**src/design/fpdx_pkg.sv**
```systemverilog
// Shared types and constants for the framed packet decoder with XOR checksum.
// No dependencies; fpdx_if, fpdx_decode, fpdx_out_reg and the top level import this package.
package fpdx_pkg;

  localparam logic [7:0] START_BYTE = 8'h02;
  localparam logic [7:0] END_BYTE   = 8'h03;

  typedef enum logic {
    KIND_PAYLOAD = 1'b0,
    KIND_VERDICT = 1'b1
  } result_kind_t;

  typedef struct packed {
    result_kind_t kind;
    logic [7:0]   data_byte;
    logic [7:0]   byte_index;
    logic         frame_ok;
  } result_t;

endpackage

```
**src/design/fpdx_decode.sv**
```systemverilog
// Frame state machine: length, payload streaming, XOR check and verdict.
// Depends on fpdx_pkg for constants and the result struct.
module fpdx_decode
  import fpdx_pkg::*;
(
  input  logic        clk,
  input  logic        rst_n,
  input  logic        byte_valid,
  input  logic [7:0]  byte_data,
  output logic        take,
  output logic        res_valid,
  input  logic        res_ready,
  output result_t     res
);

  typedef enum logic [2:0] {
    PH_IDLE     = 3'd0,
    PH_LENGTH   = 3'd1,
    PH_PAYLOAD  = 3'd2,
    PH_CHECKSUM = 3'd3,
    PH_TERM     = 3'd4
  } phase_t;

  phase_t     phase_r, phase_nxt;
  logic [7:0] len_r, len_nxt;
  logic [7:0] cnt_r, cnt_nxt;
  logic [7:0] xor_r, xor_nxt;
  logic [7:0] csum_r, csum_nxt;
  logic       has_result;
  logic [7:0] cnt_inc;

  assign cnt_inc = cnt_r + 8'd1;

  always_comb begin
    phase_nxt      = phase_r;
    len_nxt        = len_r;
    cnt_nxt        = cnt_r;
    xor_nxt        = xor_r;
    csum_nxt       = csum_r;
    has_result     = 1'b0;
    res.kind       = KIND_PAYLOAD;
    res.data_byte  = 8'd0;
    res.byte_index = 8'd0;
    res.frame_ok   = 1'b0;
    case (phase_r)
      PH_LENGTH: begin
        len_nxt   = byte_data;
        cnt_nxt   = 8'd0;
        xor_nxt   = 8'd0;
        phase_nxt = (byte_data == 8'd0) ? PH_CHECKSUM : PH_PAYLOAD;
      end
      PH_PAYLOAD: begin
        has_result     = 1'b1;
        res.data_byte  = byte_data;
        res.byte_index = cnt_r;
        xor_nxt        = xor_r ^ byte_data;
        cnt_nxt        = cnt_inc;
        if (cnt_inc == len_r) begin
          phase_nxt = PH_CHECKSUM;
        end
      end
      PH_CHECKSUM: begin
        csum_nxt  = byte_data;
        phase_nxt = PH_TERM;
      end
      PH_TERM: begin
        has_result     = 1'b1;
        res.kind       = KIND_VERDICT;
        res.byte_index = len_r;
        res.frame_ok   = (byte_data == END_BYTE) && (csum_r == xor_r);
        phase_nxt      = PH_IDLE;
      end
      default: begin
        phase_nxt = (byte_data == START_BYTE) ? PH_LENGTH : PH_IDLE;
      end
    endcase
  end

  // Bytes without a result never wait on the output side.
  assign take      = byte_valid && (!has_result || res_ready);
  assign res_valid = byte_valid && has_result;

  always_ff @(posedge clk) begin
    if (!rst_n) begin
      phase_r <= PH_IDLE;
      len_r   <= 8'd0;
      cnt_r   <= 8'd0;
      xor_r   <= 8'd0;
      csum_r  <= 8'd0;
    end else if (take) begin
      phase_r <= phase_nxt;
      len_r   <= len_nxt;
      cnt_r   <= cnt_nxt;
      xor_r   <= xor_nxt;
      csum_r  <= csum_nxt;
    end
  end

endmodule

```
**config.mk**
```make
export PLATFORM = sky130hd
export DESIGN_NAME = fpdx_decode
export DESIGN_NICKNAME = d
export VERILOG_FILES = /design/src/design/fpdx_pkg.sv /design/src/design/fpdx_decode.sv
export SDC_FILE = /design/constraint.sdc
export NUM_CORES = 1
export LEC_CHECK = 0
export ABC_AREA = 1
export ABC_CLOCK_PERIOD_IN_PS = 3400
export BUFFER_PORTS_ARGS = -buffer_cell sky130_fd_sc_hd__buf_2
export CORE_MARGIN = 8
export CORE_UTILIZATION = 25
export CTS_BUF_LIST = sky130_fd_sc_hd__clkbuf_2 sky130_fd_sc_hd__clkbuf_4 sky130_fd_sc_hd__clkbuf_8
export DETAILED_ROUTE_END_ITERATION = 7
export PLACE_DENSITY = 0.53
export SYNTH_ARGS = -nofsm -noshare
export SYNTH_HDL_FRONTEND = slang
export SYNTH_SLANG_ARGS = --single-unit
```
**constraint.sdc**
```tcl
create_clock -name clk -period 3.4 [get_ports clk]
set_input_delay 0.51 -clock clk [delete_from_list [all_inputs] [get_ports clk]]
set_output_delay 0.51 -clock clk [all_outputs]
set_load 0.02 [all_outputs]
```
## Yosys cells after proc, flatten, opt, wreduce, memory -nomap -nowiden

Index checks and enable logic that the tools add are counted.

- Add/sub/neg operators: 1
- Equality and inequality tests: 9
- Multiplexer cells: 11
- Bitwise operators: 1
- Reduce and logical (&&, ||, !) cells: 12

Operators by type and width:

| operator | number |
|---|---|
| 8-bit one-hot mux with 2 select lines | 3 |
| 8-bit by 2-bit equality test with 1-bit output, second input constant | 2 |
| 8-bit equality test | 2 |
| 3-bit one-hot mux with 4 select lines | 1 |
| 8-bit by 1-bit adder with 8-bit output, second input constant | 1 |
| 8-bit logical NOT | 1 |
| 8-bit two-way mux | 1 |
| 2-bit AND reduction | 4 |
| 8-bit bitwise XOR | 1 |
| 3-bit by 2-bit equality test with 1-bit output, second input constant | 2 |
| 1-bit two-way mux | 5 |
| 3-bit by 1-bit equality test with 1-bit output, second input constant | 1 |
| 3-bit equality test, second input constant | 1 |
| 1-bit logical AND | 3 |
| 3-bit two-way mux | 1 |
| 2-bit inequality test, second input constant | 1 |
| 2-bit nonzero test | 1 |
| 2-bit OR reduction | 1 |
| 1-bit logical NOT | 1 |
| 1-bit logical OR | 1 |

- Register bits after elaboration: 35
- Output and inout bits: 20

## Longest topological paths before layout

- Depth after elaboration: 7
- Gate-level depth with buffers: 14
- Gate-level depth less buffers: 14

## Worst setup path before layout

OpenSTA, ideal clock, no wires.

- Path type: flip-flop to output port
- Start point: reg phase_r[1]
- End point: out res[0] in the netlist's numbering
- Arrival time: 1,732 ps
- Data required time: 2,890 ps
- Setup slack: 1,158 ps
- Cell stages (with the launch flop): 7
- Path through: dfxtp_1 inv_1 nand3_2 clkbuf_1 a2111oi_0 nand3_1 nor4_1

RTL lines:

| item | line | text |
|---|---|---|
| start: declaration | fpdx_decode.sv:24 | `phase_t phase_r, phase_nxt;` |
| start signal: assignment | fpdx_decode.sv:91 | `phase_r <= phase_nxt;` |
| end: declaration | fpdx_decode.sv:13 | `output result_t res` |

==> flow_metrics.env <==
export IMPL_status="complete, no violations"
export IMPL_ys_async_sr_fraction_pct=0
export IMPL_rsz0062_at_grt="false"
export IMPL_wl_per_cell_um=13.2
export IMPL_post_cts_buffers=0
export IMPL_fin_crit_ns=2.44
export IMPL_synth_most_common_cell="nand2_1"
export IMPL_final_util_pct=30.1
export IMPL_ios=32
export IMPL_synth_ff_type="dfxtp_1"
export IMPL_area_delta_synth_final_pct=17.5
export IMPL_grt_pass1_vias=1850
export IMPL_die_x_um=105
export IMPL_dr_pass1_iters=4
export IMPL_antenna_found_initial=0
export IMPL_crit_path_start_kind="flip-flop"
export IMPL_grt_pass1_wl_um=9170
export IMPL_ys_top_cells_by_area="dfxtp_1 36%, nand2_1 9.7%, a21oi_1 8.4%"
export IMPL_syn_inst=288
export IMPL_drive_gt1_share_pct=16.6
export IMPL_synth_area_per_cell_um2=6.83
export IMPL_ys_top_cells_by_count="51 x nand2_1, 40 x inv_1, 35 x dfxtp_1"
export IMPL_yosys_cell_types_count=35
export IMPL_crit_type="reg -> out"
export IMPL_die_area_um2=11000
export IMPL_fin_crit_sh_pct=71.7
export IMPL_required_ns=2.89
export IMPL_finalClockSkew_ns=0.00583
export IMPL_synth_edff_count=0
export IMPL_clk_insertion_delay_late_ns=0.29
export IMPL_wirelength_um=5570
export IMPL_placed_cell_area_um2=2210
export IMPL_cts_buffers=5
export IMPL_via_per_inst=4.60
export IMPL_cts_repair_resized=0
export IMPL_ys_warnings_count=0
export IMPL_fmax_mhz=410
export IMPL_cts_root_buffer="clkbuf_8"
export IMPL_slew_violations=0
export IMPL_synthesis_area_um2=1970
export IMPL_track_usage_pct=10.4
export IMPL_hp_class="in -> reg"
export IMPL_clk_path_buf_depth=2
export IMPL_finalPower_mw=0.879
export IMPL_fin_nets=332
export IMPL_crit_fanout=11
export IMPL_layout_setup_ws_ns=0.963
export IMPL_syn_nets=301
export IMPL_initial_core_util_pct=25.6
export IMPL_power_density_nw_per_um2=381
export IMPL_fp_dieH_um=105
export IMPL_maxCapViolations=0
export IMPL_cts_tree="yes"
export IMPL_finalHoldViolations=0
export IMPL_tightest_slew_ns=0.559
export IMPL_maxSlewHeadroom_pct=62.6
export IMPL_ctsHoldBuffers=0
export IMPL_ys_seq_area_share_pct=35.6
export IMPL_pre_cts_slack_ns=1.27
export IMPL_grt_overflow_total=0
export IMPL_drtIter0Drc=81
export IMPL_via_count=1941
export IMPL_yosysTopAreaCell="dfxtp_1"
export IMPL_antennaDiodeCount=0
export IMPL_finalSetupViolations=0
export IMPL_drc_errors=0
export IMPL_p_leak_nw=0.963
export IMPL_grt_start_max_net_pins=19
export IMPL_rows=32
export IMPL_vdd_ir_drop_max_uv=205
export IMPL_core_area_um2=7690
export IMPL_htree_levels=2
export IMPL_clk_pin_slew_worst_paths_ns=0.07
export IMPL_gp_congestion=0.833
export IMPL_fin_tns_setup_ns=0
export IMPL_clock_sinks=35
export IMPL_hpwl_um=4130
export IMPL_port_buffers=31
export IMPL_cp_arrival_ns=1.93
export IMPL_fin_area_um2=2310
export IMPL_worstSetupEndpointType="primary output"
export IMPL_synth_seq_cells=35
export IMPL_ant_nets=0
export IMPL_synth_top_area_share_pct=35.6
==> critical path, stage by stage (launching register included) <==
cell       delay [ns]
dfxtp_1          0.38
inv_1            0.11
nand3_2          0.24
a2111oi_0        0.37
nand3_1          0.13
nor4_1           0.19
buf_2            0.21
==> through the flow <==
stage	instances	hold slack, ns
after CTS	422	0.437
after detailed placement	414	0.459
final	422	0.454
after global placement	414	0.459
after global routing	422	0.441
after floorplan	288	0.442
==> metal layers <==
metal | part of all wire [%] | GRT usage (%) | vias to the layer above
li1 | - | - | 1009
met1 | 45 | 11.9 | 883
met2 | 48 | 17.7 | 41
met3 | 4.9 | 2.89 | 8
met4 | 1.8 | 4.28 | 0
met5 | 0 | 0 | -
==> path summary, 6_finish.rpt <==
| check | slack [ns] | startpoint | cells after the start | endpoint |
|---|---|---|---|---|
| worst max-delay path | 0.96 | phase_r[1]$_SDFFE_PN0P_ | 6 | res[0] |
| worst min-delay path | 0.45 | byte_data[0] | 2 | xor_r[0]$_SDFFE_PN0P_ |
| worst max register to register | 1.44 | phase_r[1]$_SDFFE_PN0P_ | 11 | xor_r[5]$_SDFFE_PN0P_ |
| worst min register to register | 0.47 | csum_r[5]$_SDFFE_PN0P_ | 2 | csum_r[5]$_SDFFE_PN0P_ |
==> logic make-up (layout without fill, tap and decap cells) <==
kind of cell | Yosys count | in the layout | synth area share (%)
AND/OR/NAND/NOR | 127 | 127 | 30.9
flip-flops | 35 | 35 | 35.6
buffers and inverters | 50 | 82 | 10.4
adder cells (fa/ha/maj) | 1 | 1 | 0.636
AO/OA/AOI/OAI | 67 | 67 | 18.9
XOR/XNOR | 8 | 8 | 3.56
==> placed cells by master (no fill, tap or decap), drive strengths merged <==
cell / instances
nand4: 2
and2: 1
o211ai: 1
nand3b: 2
nor2: 38
o21ai: 21
clkbuf: 8
dfxtp: 35
nor4: 2
xnor2: 7
nand2: 54
a2111oi: 1
o22ai: 7
a31oi: 2
ha: 1
buf: 31
nor3: 1
xor2: 1
a21oi: 33
o221ai: 1
o2111ai: 1
nand3: 27
inv: 43
==> power by group <==
group	switching [mW]	total [mW]	internal (mW)
Sequential	0.00755	0.429	0.421
Clock	0.152	0.345	0.193
Combinational	0.0733	0.106	0.0327
Total	0.233	0.879	0.647
==> flip-flops by register name, indices dropped and copies added, names as in the netlist <==
signal   flops
cnt_r        8
xor_r        8
csum_r       8
phase_r      3
len_r        8
==> area by class of cell <==
| cell class | instances | area, um2 |
|---|---|---|
| Inverter | 43 | 161 |
| Fill cell | 878 | 5380 |
| Timing Repair Buffer | 31 | 155 |
| Multi-Input combinational cell | 203 | 1060 |
| Sequential cell | 35 | 701 |
| Tap cell | 102 | 128 |
| Clock buffer | 8 | 104 |
(Power assumes the default switching activity.)
