<file path="src/design/fpdx_if.sv">
// Channel interfaces: received-byte stream and decoded-result stream.
// Depends on fpdx_pkg for the result kind type.
interface fpdx_byte_if;
  logic       valid;
  logic       ready;
  logic [7:0] rx_byte;

  modport source (output valid, output rx_byte, input ready);
  modport sink   (input valid, input rx_byte, output ready);
endinterface


</file>
<file path="src/design/fpdx_in_reg.sv">
// Input register stage: captures one received byte per transaction.
// Depends on fpdx_if for the input channel.
module fpdx_in_reg (
  input  logic        clk,
  input  logic        rst_n,
  fpdx_byte_if.sink   in_ch,
  input  logic        take,
  output logic        byte_valid,
  output logic [7:0]  byte_data
);

  logic       valid_r;
  logic       valid_nxt;
  logic [7:0] byte_r;

  // Refill in the same cycle the held byte is consumed.
  assign in_ch.ready = !valid_r || take;
  assign valid_nxt   = in_ch.valid ? 1'b1 : (valid_r && !take);

  always_ff @(posedge clk) begin
    if (!rst_n) begin
      valid_r <= 1'b0;
    end else begin
      valid_r <= valid_nxt;
    end
    if (in_ch.valid && in_ch.ready) begin
      byte_r <= in_ch.rx_byte;
    end
  end

  assign byte_valid = valid_r;
  assign byte_data  = byte_r;

endmodule

</file>
<file path="src/flat_wrapper.sv">
// flat-port wrapper written by rule: the top's interface ports become plain ports
module fpdx_in_reg_flat 
  (clk, rst_n, take, byte_valid, byte_data, in_ch_valid, in_ch_rx_byte, in_ch_ready);
  fpdx_byte_if in_ch_i ();
  input  logic clk;
  input  logic rst_n;
  input  logic take;
  output logic byte_valid;
  output logic [7:0] byte_data;
  input wire logic [$bits(in_ch_i.valid)-1:0] in_ch_valid;
  input wire logic [$bits(in_ch_i.rx_byte)-1:0] in_ch_rx_byte;
  output wire logic [$bits(in_ch_i.ready)-1:0] in_ch_ready;
  assign in_ch_i.valid = in_ch_valid;
  assign in_ch_i.rx_byte = in_ch_rx_byte;
  assign in_ch_ready = in_ch_i.ready;
  fpdx_in_reg u_core (.clk(clk), .rst_n(rst_n), .in_ch(in_ch_i), .take(take), .byte_valid(byte_valid), .byte_data(byte_data));
endmodule
</file>
<file path="config.mk">
export PLATFORM = sky130hd
export DESIGN_NAME = fpdx_in_reg_flat
export DESIGN_NICKNAME = d
export VERILOG_FILES = /design/src/design/fpdx_if.sv /design/src/design/fpdx_in_reg.sv /design/src/flat_wrapper.sv
export SDC_FILE = /design/constraint.sdc
export NUM_CORES = 1
export LEC_CHECK = 0
export BUFFER_PORTS_ARGS = -buffer_cell sky130_fd_sc_hd__clkbuf_2
export CAP_MARGIN = 25
export CORE_AREA = 3 3 40 42
export DETAILED_ROUTE_END_ITERATION = 10
export DIE_AREA = 0 0 43 45
export PLACE_DENSITY_LB_ADDON = 0.08
export SYNTH_ARGS = -nofsm -noshare
export SYNTH_HDL_FRONTEND = slang
export SYNTH_SLANG_ARGS = --single-unit
</file>
<file path="constraint.sdc">
create_clock -name clk -period 1.8 [get_ports clk]
set_input_delay 0.09 -clock clk [delete_from_list [all_inputs] [get_ports clk]]
set_output_delay 0.09 -clock clk [all_outputs]
set_load 0.02 [all_outputs]
</file>
; ---- Word-level counts from Yosys, hierarchy flattened
; Cells that the tools add are included.
[word_totals]
register_bits = 9
in_bits = 12
output_inout_bits = 10
elab_cells = 8
[op_classes]
muxes = 1
n_reduce_logical = 5
[ops]
columns = op, count
row1 = 1-bit logical AND, 2
row2 = 1-bit zero test, 2
row3 = 1-bit logical OR, 1
row4 = 1-bit 2-to-1 mux, 1

; ---- Depth between registers and ports, before layout
; Gate-level depths: netlist of the first run.
[logic_depth]
depth_word = 3
ltp_mapped = 2
depth_no_buf = 2

; ---- Worst setup path before layout of the first run
; OpenSTA, ideal clock, no wires.
[synth_path]
path_kind = reg2reg
startpoint = register u_core.valid_r (netlist: u_core.byte_valid)
endpoint = register u_core.byte_r[0] (netlist: u_core.byte_data[0]) (enable)
setup_ns = 0.249
arrival_time_ns = 0.788
t_required_ns = 1.551
slack_ns = 0.764
stages_incl_launch_ff = 3
path_buffers = 0
synth_period_minus_slack_ns = 1.036
cell_sequence = dfxtp_1 -> nand2b_4 -> and2_4
[synth_between]
elab_chain_cells = 3
[synth_lines]
columns = item, line
row1 = from (decl), fpdx_in_reg.sv:12  ; logic valid_r;
row2 = from (signal assigned), fpdx_in_reg.sv:24  ; valid_r <= valid_nxt;
row3 = 1-bit zero test, fpdx_in_reg.sv:17  ; assign in_ch.ready = !valid_r || take;
row4 = 1-bit logical OR, fpdx_in_reg.sv:17
row5 = named net in_ch_ready, flat_wrapper.sv:12  ; output wire logic [$bits(in_ch_i.ready)-1:0] in_ch_ready;
row6 = 1-bit logical AND, fpdx_in_reg.sv:26  ; if (in_ch.valid && in_ch.ready) begin
row7 = to (signal assigned), fpdx_in_reg.sv:27  ; byte_r <= in_ch.rx_byte;
row8 = to (decl), fpdx_in_reg.sv:14  ; logic [7:0] byte_r;
; The timed path passes the listed nets, and every way through them passes these cells.
; A chain may end at the register's enable or synchronous reset.

; ---- Final worst setup path of the first run
[layout_path]
startpoint = register u_core.valid_r (netlist: u_core.byte_valid)
endpoint = output in_ch_ready
[layout_between]
elab_chain_cells = 2
[layout_lines]
columns = item, line
row1 = 1-bit zero test, fpdx_in_reg.sv:17
row2 = 1-bit logical OR, fpdx_in_reg.sv:17
row3 = to (decl), flat_wrapper.sv:12
; No other way between the ends.

==> results_dict.tcl, run 1 <==
set metrics [dict create \
    wl_um 514 \
    period_needed_ps 939 \
    finalNetCount 57 \
    grt-ovfl-total 0 \
    firstDrtPassIters 3 \
    clockPowerShare 0.322 \
    seq_area_frac_synth 0.874 \
    internal_power_uw 356 \
    seq_power_share 0.544 \
    ys_ff_latch 9 \
    wire_per_inst_um 8.71 \
    timing.rr.end "u_core.byte_data[2]$_DFFE_PP_" \
    core_area_mm2 0.00128 \
    power.net_switching_uw 95.2 \
    crit_type "flop to output port" \
    reg2regPathDepth 2 \
    outcome "completed" \
    p_leak_nw 0.234 \
    grtUsageMet3 0.0398 \
    grt_use_met2 0.0808 \
    die_h_um 45 \
    ant_nets 0 \
    cts_buffers 3 \
    r2r-start "u_core.byte_valid$_SDFF_PN0_" \
    tightest_slew_ps 139 \
    endpoint_kind "output port" \
    syn_nets 25 \
    pwr-share-comb 0.134 \
    die_area_mm2 0.00194 \
    grt_pass1_vias 174 \
    grt_pass1_wl_um 710 \
    die_w_um 43 \
    postSynthCellCount 13 \
    drv_cap 0 \
    setup_ws_ps 861 \
    clk_path_buf_depth 2 \
    insertion_delay_ps 250 \
    drc 0 \
    critPathLaunch "u_core.byte_valid$_SDFF_PN0_" \
    preCtsSetupSlack_ps 891 \
    num_vias 216 \
    rows 13 \
    cp-start-kind "flop" \
    cts.reportedPaths.clkPinSlew_ps 50 \
    max_freq_ghz 1.06 \
    endpoint "in_ch_ready" \
    finalHoldViolCount 0 \
    use_met1 0.0504 \
    fin_skew_ps 1.21 \
    relSlewSlack 0.907 \
    cts_tree "done" \
    port_buffers 21 \
    htreeDepth 1 \
    r2r_slack_ps 890 \
    grt_busiest_layer "met2" \
    hp-class "input port to flop" \
    track_usage 0.0558 \
    n_antenna_cell 0 \
    drtIter0Drc 5 \
    setup_viol 0 \
    grt_max_degree 9 \
    cp_max_fo 3 \
    netlist_area_um2 298 \
    postSynthAreaPerCell_um2 22.9 \
    whs_ps 23.3 \
    nFillCells 137 \
    synthDistinctLibCells 6 \
    p_per_area_mw_per_mm2 889 \
    ios 22 \
    rsz0062_at_grt "false" \
    period_share 0.522 \
    drt-vias-per-instance 3.66 \
    gp_congestion 0.570 \
    required_ps 1710 \
    cp_data_arrival_time_ps 850 \
    yosysWarnings 0 \
    slew_violations 0 \
    vdd.ir_drop.worst_mv 0.336 \
    initial_core_util 0.232 \
    antenna_found_initial 0 \
    switching_share 0.211 \
    tns_ps 0 \
    clock_sinks 9 \
    area_growth_pct 70.6 \
    finalPower_uw 452 \
    drive_above_1_share 0.614 \
    cts_root_buf "clkbuf_4" \
    cts_setup_buffers 0 \
]
==> cells in the final DEF (no fill, tap or decap) <==
cell	instances
edfxtp_1	8
dlygate4sd3_1	6
clkbuf_4	3
clkbuf_1	1
dfxtp_1	1
and2_4	1
clkbuf_2	21
inv_1	1
a21boi_2	1
nand2b_4	1
==> what timing repair did <==
item                      4_1_cts  5_1_grt
hold buffers                    3        3
resized for setup               0        0
hold endpoints to repair        3        3
==> power by group through the flow <==
stage | registers (mW) | logic (mW) | clock network [mW]
after global routing | 0.246 | 0.0650 | 0.168
after global placement | 0.250 | 0.0508 | 0
final | 0.246 | 0.0605 | 0.145
after CTS | 0.246 | 0.0567 | 0.159
after floorplan | 0.266 | 0.0112 | 0
after detailed placement | 0.250 | 0.0516 | 0
==> state kept, by name (all words and copies together) (netlist names) <==
signal and count:
u_core.byte_data 8, u_core.byte_valid 1
==> kinds of logic after synthesis <==
logic type,share of synthesized area
AOI/OAI and AO/OA,0.0378
buffers and inverters,0.0126
DFF,0.874
and+or+nand+nor,0.0756
==> routing by layer <==
metal	part of all wire	up-vias
met5	0	-
met4	0	0
met3	0.14	0
met2	0.51	13
met1	0.34	93
li1	-	110
==> per-stage QoR <==
stage          cell area [um^2]   util  cells
6_report                    508  0.395     59
5_1_grt                     508  0.395     59
4_1_cts                     478  0.372     56
3_5_place_dp                422  0.328     49
3_3_place_gp                422  0.328     49
2_1_floorplan               298      -     13
==> worst max-delay path, stage by stage (launching register included) <==
cell and delay (ps):
dfxtp_1 380, nand2b_4 70, clkbuf_2 150
==> synthesized netlist by cell type, drive strengths merged <==
cell type | instances | area share
edfxtp | 8 | 0.81
inv | 1 | 0.013
and2 | 1 | 0.029
dfxtp | 1 | 0.067
a21boi | 1 | 0.038
nand2b | 1 | 0.046
==> how the worst min path moves through the flow <==
stage | startpoint | end | slack [ps] | cells after the start
after floorplan | in_ch_rx_byte[0] | u_core.byte_data[0]$_DFFE_PP_ | 190 | 0
after global placement | in_ch_rx_byte[1] | u_core.byte_data[1]$_DFFE_PP_ | 270 | 1
after detailed placement | in_ch_rx_byte[1] | u_core.byte_data[1]$_DFFE_PP_ | 270 | 1
after CTS | in_ch_rx_byte[5] | u_core.byte_data[5]$_DFFE_PP_ | 1 | 1
after global routing | in_ch_rx_byte[2] | u_core.byte_data[2]$_DFFE_PP_ | 3 | 1
final | in_ch_rx_byte[2] | u_core.byte_data[2]$_DFFE_PP_ | 20 | 1
==> final cells by class <==
class                           instances  area, um^2  area share
Sequential cell                         9         260       0.512
Timing Repair Buffer                   27         165       0.325
Multi-Input combinational cell          3        33.8      0.0665
Clock buffer                            4        26.3      0.0517
Tap cell                               15        18.8      0.0369
Inverter                                1        3.75     0.00739
Power figures use the tool's default switching activity.
==> run 2, diff against run 1 <==
==> constraint.sdc (replaced) <==
create_clock -name clk -period 0.8 [get_ports clk]
set_input_delay 0.04 -clock clk [delete_from_list [all_inputs] [get_ports clk]]
set_output_delay 0.04 -clock clk [all_outputs]
set_load 0.02 [all_outputs]
==> results_dict.tcl, run 2 (synthesized netlist as in run 1, its figures left out) <==
set metrics [dict create \
    endpoint_kind "flop" \
    layout.cells.non_filler 63 \
    hp-start "in_ch_valid" \
    firstDrtPassIters 3 \
    antenna_found_initial 0 \
    preCtsSetupSlack_ps -110 \
    num_vias 234 \
    htreeDepth 1 \
    max_freq_ghz 1.11 \
    drtIter0Drc 8 \
    cts_root_buf "clkbuf_4" \
    fin_area_um2 577 \
    drt-vias-per-instance 3.71 \
    outcome "complete, but fails checks" \
    initial_core_util 0.232 \
    gp_congestion 0.615 \
    vdd.ir_drop.worst_mv 0.769 \
    r2r_slack_ps -100 \
    timing.rr.end "u_core.byte_data[4]$_DFFE_PP_" \
    cts.reportedPaths.clkPinSlew_ps 50 \
    rows 13 \
    finalPower_mw 1.05 \
    grt_pass1_wl_um 828 \
    cts_buffers 3 \
    crit_buf_inv 0 \
    final_common_cell "clkbuf_2" \
    wl_um 573 \
    cp_max_fo 8 \
    min_to "u_core.byte_valid$_SDFF_PN0_" \
    whs_ps 16.4 \
    clock_sinks 9 \
    grt-ovfl-total 0 \
    period_share 1.13 \
    violations "setup timing" \
    ant_nets 0 \
    nFillCells 123 \
    holdPathStages 3 \
    drc 0 \
    area_growth_pct 93.7 \
    final_cell_mix "11 x clkbuf_2, 8 x dlygate4sd3_1, 8 x edfxtp_1" \
    required_ps 760 \
    wire_per_inst_um 9.10 \
    cp_slowest_stage_delay_ps 350 \
    insertion_delay_ps 250 \
    drive_above_1_share 0.625 \
    place_area_um2 425 \
    die_w_um 43 \
    largest_reg_flops 8 \
    cts_tree "done" \
    die_area_mm2 0.00194 \
    slew_violations 0 \
    cp_slowest_cell "dfxtp_4" \
    crit_chain "nand2b_4 > and2_4" \
    crit_family "flip-flops" \
    grt_pass1_vias 225 \
    finalHoldViolCount 0 \
    setup_ws_ps -102 \
    dpl.hpwl_um 468 \
    p_per_area_mw_per_mm2 1820 \
    n_antenna_cell 0 \
    relSlewSlack 0.923 \
    cp_data_arrival_time_ps 860 \
    fin_skew_ps 6.60 \
    utilization 0.449 \
    grt_max_degree 9 \
    core_area_mm2 0.00128 \
    period_needed_ps 902 \
    drv_cap 0 \
    ios 22 \
    setup_viol 18 \
    tightest_slew_ps 115 \
    tns_ps -932 \
    clk_path_buf_depth 2 \
    crit_type "flop to flop" \
    p_leak_nw 0.259 \
    track_usage 0.0608 \
    r2r-start "u_core.byte_valid$_SDFF_PN0_" \
    placed_cells 49 \
    reg2regPathDepth 2 \
    port_buffers 21 \
    cp-start-kind "flop" \
    die_h_um 45 \
    hp-class "input port to flop" \
    rsz0062_at_grt "true" \
    finalNetCount 61 \
]
-- run 2: where the power goes --
| group | switching, mW | internal (mW) |
|---|---|---|
| logic | 0.0723 | 0.0950 |
| registers | 0.0107 | 0.543 |
| clock network | 0.140 | 0.191 |
| total | 0.223 | 0.829 |
-- run 2: cell type report --
class	count	area [um^2]	share of cell area
sequential	9	264	0.458
timing repair buffer	31	230	0.399
multi-input combinational	3	33.8	0.0586
clock buffer	4	26.3	0.0456
tap	15	18.8	0.0325
inverter	1	3.75	0.00651
-- run 2: worst max path at each step --
stage                                       startpoint  depth (start not counted)                       endpoint
after floorplan           u_core.byte_valid$_SDFF_PN0_                          2  u_core.byte_data[0]$_DFFE_PP_
after global placement    u_core.byte_valid$_SDFF_PN0_                          2  u_core.byte_data[7]$_DFFE_PP_
after detailed placement  u_core.byte_valid$_SDFF_PN0_                          2  u_core.byte_data[3]$_DFFE_PP_
after CTS                 u_core.byte_valid$_SDFF_PN0_                          2  u_core.byte_data[4]$_DFFE_PP_
after global routing      u_core.byte_valid$_SDFF_PN0_                          2  u_core.byte_data[4]$_DFFE_PP_
final                     u_core.byte_valid$_SDFF_PN0_                          2  u_core.byte_data[4]$_DFFE_PP_
-- run 2: routing by layer --
metal	share of wire	wire length (um)	vias up	global-route usage
li1	-	-	117	-
met5	0	0	-	0
met1	0.32	183	104	0.0427
met4	0	0	0	0.0542
met2	0.54	311	13	0.111
met3	0.14	78	0	0.0359
-- run 2: worst reg2reg max path, cell delays in order, from the launching register on --
cell	delay, ps
dfxtp_4	350
nand2b_4	70
and2_4	200
-- run 2: what timing repair did --
action | CTS | global route
endpoints found under the setup margin | 18 | 18
pin swaps | 1 | 1
resized for setup | 2 | 16
setup buffers | 1 | 1
hold endpoints to repair | 8 | 0
hold buffers | 8 | 0
==> run 3, diff against run 2 <==
--- a/config.mk
+++ b/config.mk
@@ -6,7 +6,6 @@
 export NUM_CORES = 1
 export LEC_CHECK = 0
 export BUFFER_PORTS_ARGS = -buffer_cell sky130_fd_sc_hd__clkbuf_2
-export CAP_MARGIN = 25
 export CORE_AREA = 3 3 40 42
 export DETAILED_ROUTE_END_ITERATION = 10
 export DIE_AREA = 0 0 43 45
==> constraint.sdc (replaced) <==
create_clock -name clk -period 0.9 [get_ports clk]
set_input_delay 0.045 -clock clk [delete_from_list [all_inputs] [get_ports clk]]
set_output_delay 0.045 -clock clk [all_outputs]
set_load 0.02 [all_outputs]
==> results_dict.tcl, run 3 (synthesized netlist as in run 1, its figures left out) <==
set metrics [dict create \
    outcome "completed" \
    dpl.hpwl_um 468 \
    grt_max_degree 9 \
    wl_um 583 \
    wire_per_inst_um 9.25 \
    ant_nets 0 \
    finalHoldViolCount 0 \
    grt_pass1_wl_um 841 \
    cp_max_fo 8 \
    use_met1 0.0452 \
    crit_buf_inv 0 \
    fin_skew_ps 6.70 \
    track_usage 0.0617 \
    core_area_mm2 0.00128 \
    slew_violations 0 \
    rsz0062_at_grt "true" \
    die_w_um 43 \
    layout.cells.non_filler 63 \
    cp-start-kind "flop" \
    clk_path_buf_depth 2 \
    gp_congestion 0.615 \
    crit_chain "nand2b_4 > and2_4" \
    initial_core_util 0.232 \
    drv_cap 0 \
    grt_pass1_vias 234 \
    drt-vias-per-instance 3.70 \
    period_share 1.00 \
    cp_data_arrival_time_ps 860 \
    rows 13 \
    largest_reg_flops 8 \
    cp_slowest_cell "dfxtp_4" \
    grt_busiest_layer "met2" \
    setup_viol 0 \
    die_area_mm2 0.00194 \
    die_h_um 45 \
    crit_type "flop to flop" \
    vdd.ir_drop.worst_mv 0.682 \
    area_growth_pct 83.6 \
    drc 0 \
    n_antenna_cell 0 \
    period_needed_ps 900 \
    insertion_delay_ps 250 \
    firstDrtPassIters 1 \
    grtUsageMet3 0.0359 \
    drtIter0Drc 0 \
    htreeDepth 1 \
    p_leak_nw 0.250 \
    ios 22 \
    cts_tree "done" \
    cts.reportedPaths.clkPinSlew_ps 50 \
    cts_buffers 3 \
    tns_ps 0 \
    endpoint_kind "flop" \
    drive_above_1_share 0.625 \
    grt_use_met2 0.111 \
    clock_sinks 9 \
    final_common_cell "clkbuf_2" \
    grt-ovfl-total 0 \
    antenna_found_initial 0 \
    required_ps 860 \
    p_per_area_mw_per_mm2 1680 \
    finalNetCount 61 \
    hp-class "input port to flop" \
    max_freq_ghz 1.11 \
    relSlewSlack 0.919 \
    tightest_slew_ps 123 \
    placed_cells 49 \
    cp_slowest_stage_delay_ps 350 \
    crit_family "flip-flops" \
    port_buffers 21 \
    cts_root_buf "clkbuf_4" \
    num_vias 233 \
    final_cell_mix "20 x clkbuf_2, 8 x dlygate4sd3_1, 8 x edfxtp_1" \
]
run 3: cell count changes in the layout (fill, tap and decap cells not counted):
cell	before	now
buf_2	4	1
buf_6	4	0
clkbuf_2	11	20
clkbuf_4	5	3
run 3: where the power goes:
| part | internal [mW] | switching (mW) |
|---|---|---|
| Sequential | 0.483 | 0.00791 |
| Clock | 0.170 | 0.125 |
| Combinational | 0.0701 | 0.0645 |
run 3: worst paths after layout:
kind                                     start                            end  slack [ps]  cells after the start
hold / removal                     in_ch_valid   u_core.byte_valid$_SDFF_PN0_          20                      3
setup / recovery  u_core.byte_valid$_SDFF_PN0_  u_core.byte_data[4]$_DFFE_PP_         0.3                      2
hold reg to reg   u_core.byte_valid$_SDFF_PN0_   u_core.byte_valid$_SDFF_PN0_         670                      4
setup reg to reg  u_core.byte_valid$_SDFF_PN0_  u_core.byte_data[4]$_DFFE_PP_         0.3                      2
run 3: metrics by stage:
step | area, um^2 | hold slack (ps) | utilization | power [mW] | setup slack, ps
floorplan | 302 | 144 | - | 0.554 | -59.8
global placement | 425 | 222 | 0.331 | 0.600 | 2.63
detailed placement | 425 | 224 | 0.331 | 0.604 | -10.5
CTS | 539 | 12.3 | 0.420 | 0.930 | -15.4
global route | 547 | 21.0 | 0.426 | 0.965 | -30.4
finish | 547 | 21.0 | 0.426 | 0.920 | 0.258
run 3: final cells by class:
type	instances	area, um^2
clock buffers	4	26.3
fillers	128	738
inverters	1	3.75
multi-input cells	3	33.8
flip-flops and latches	9	264
well taps	15	18.8
repair buffers	31	200
run 3: worst min-delay path, delay by kind of cell:
| kind | cells | cell delay, ps |
|---|---|---|
| AOI/OAI and AO/OA | 1 | 40 |
| buffers and inverters | 2 | 150 |
run 3: routing by layer:
| layer | part of all wire | vias to the layer above |
|---|---|---|
| li1 | - | 117 |
| met1 | 0.34 | 103 |
| met2 | 0.54 | 13 |
| met3 | 0.12 | 0 |
| met4 | 0 | 0 |
| met5 | 0 | - |
run 3: what timing repair did:
action | CTS | global route
setup buffers | 1 | 1
pin swaps | 1 | 1
gates resized for setup | 0 | 1
endpoints found under the setup margin | 8 | 9
hold endpoints to repair | 8 | 0
hold buffers | 8 | 0
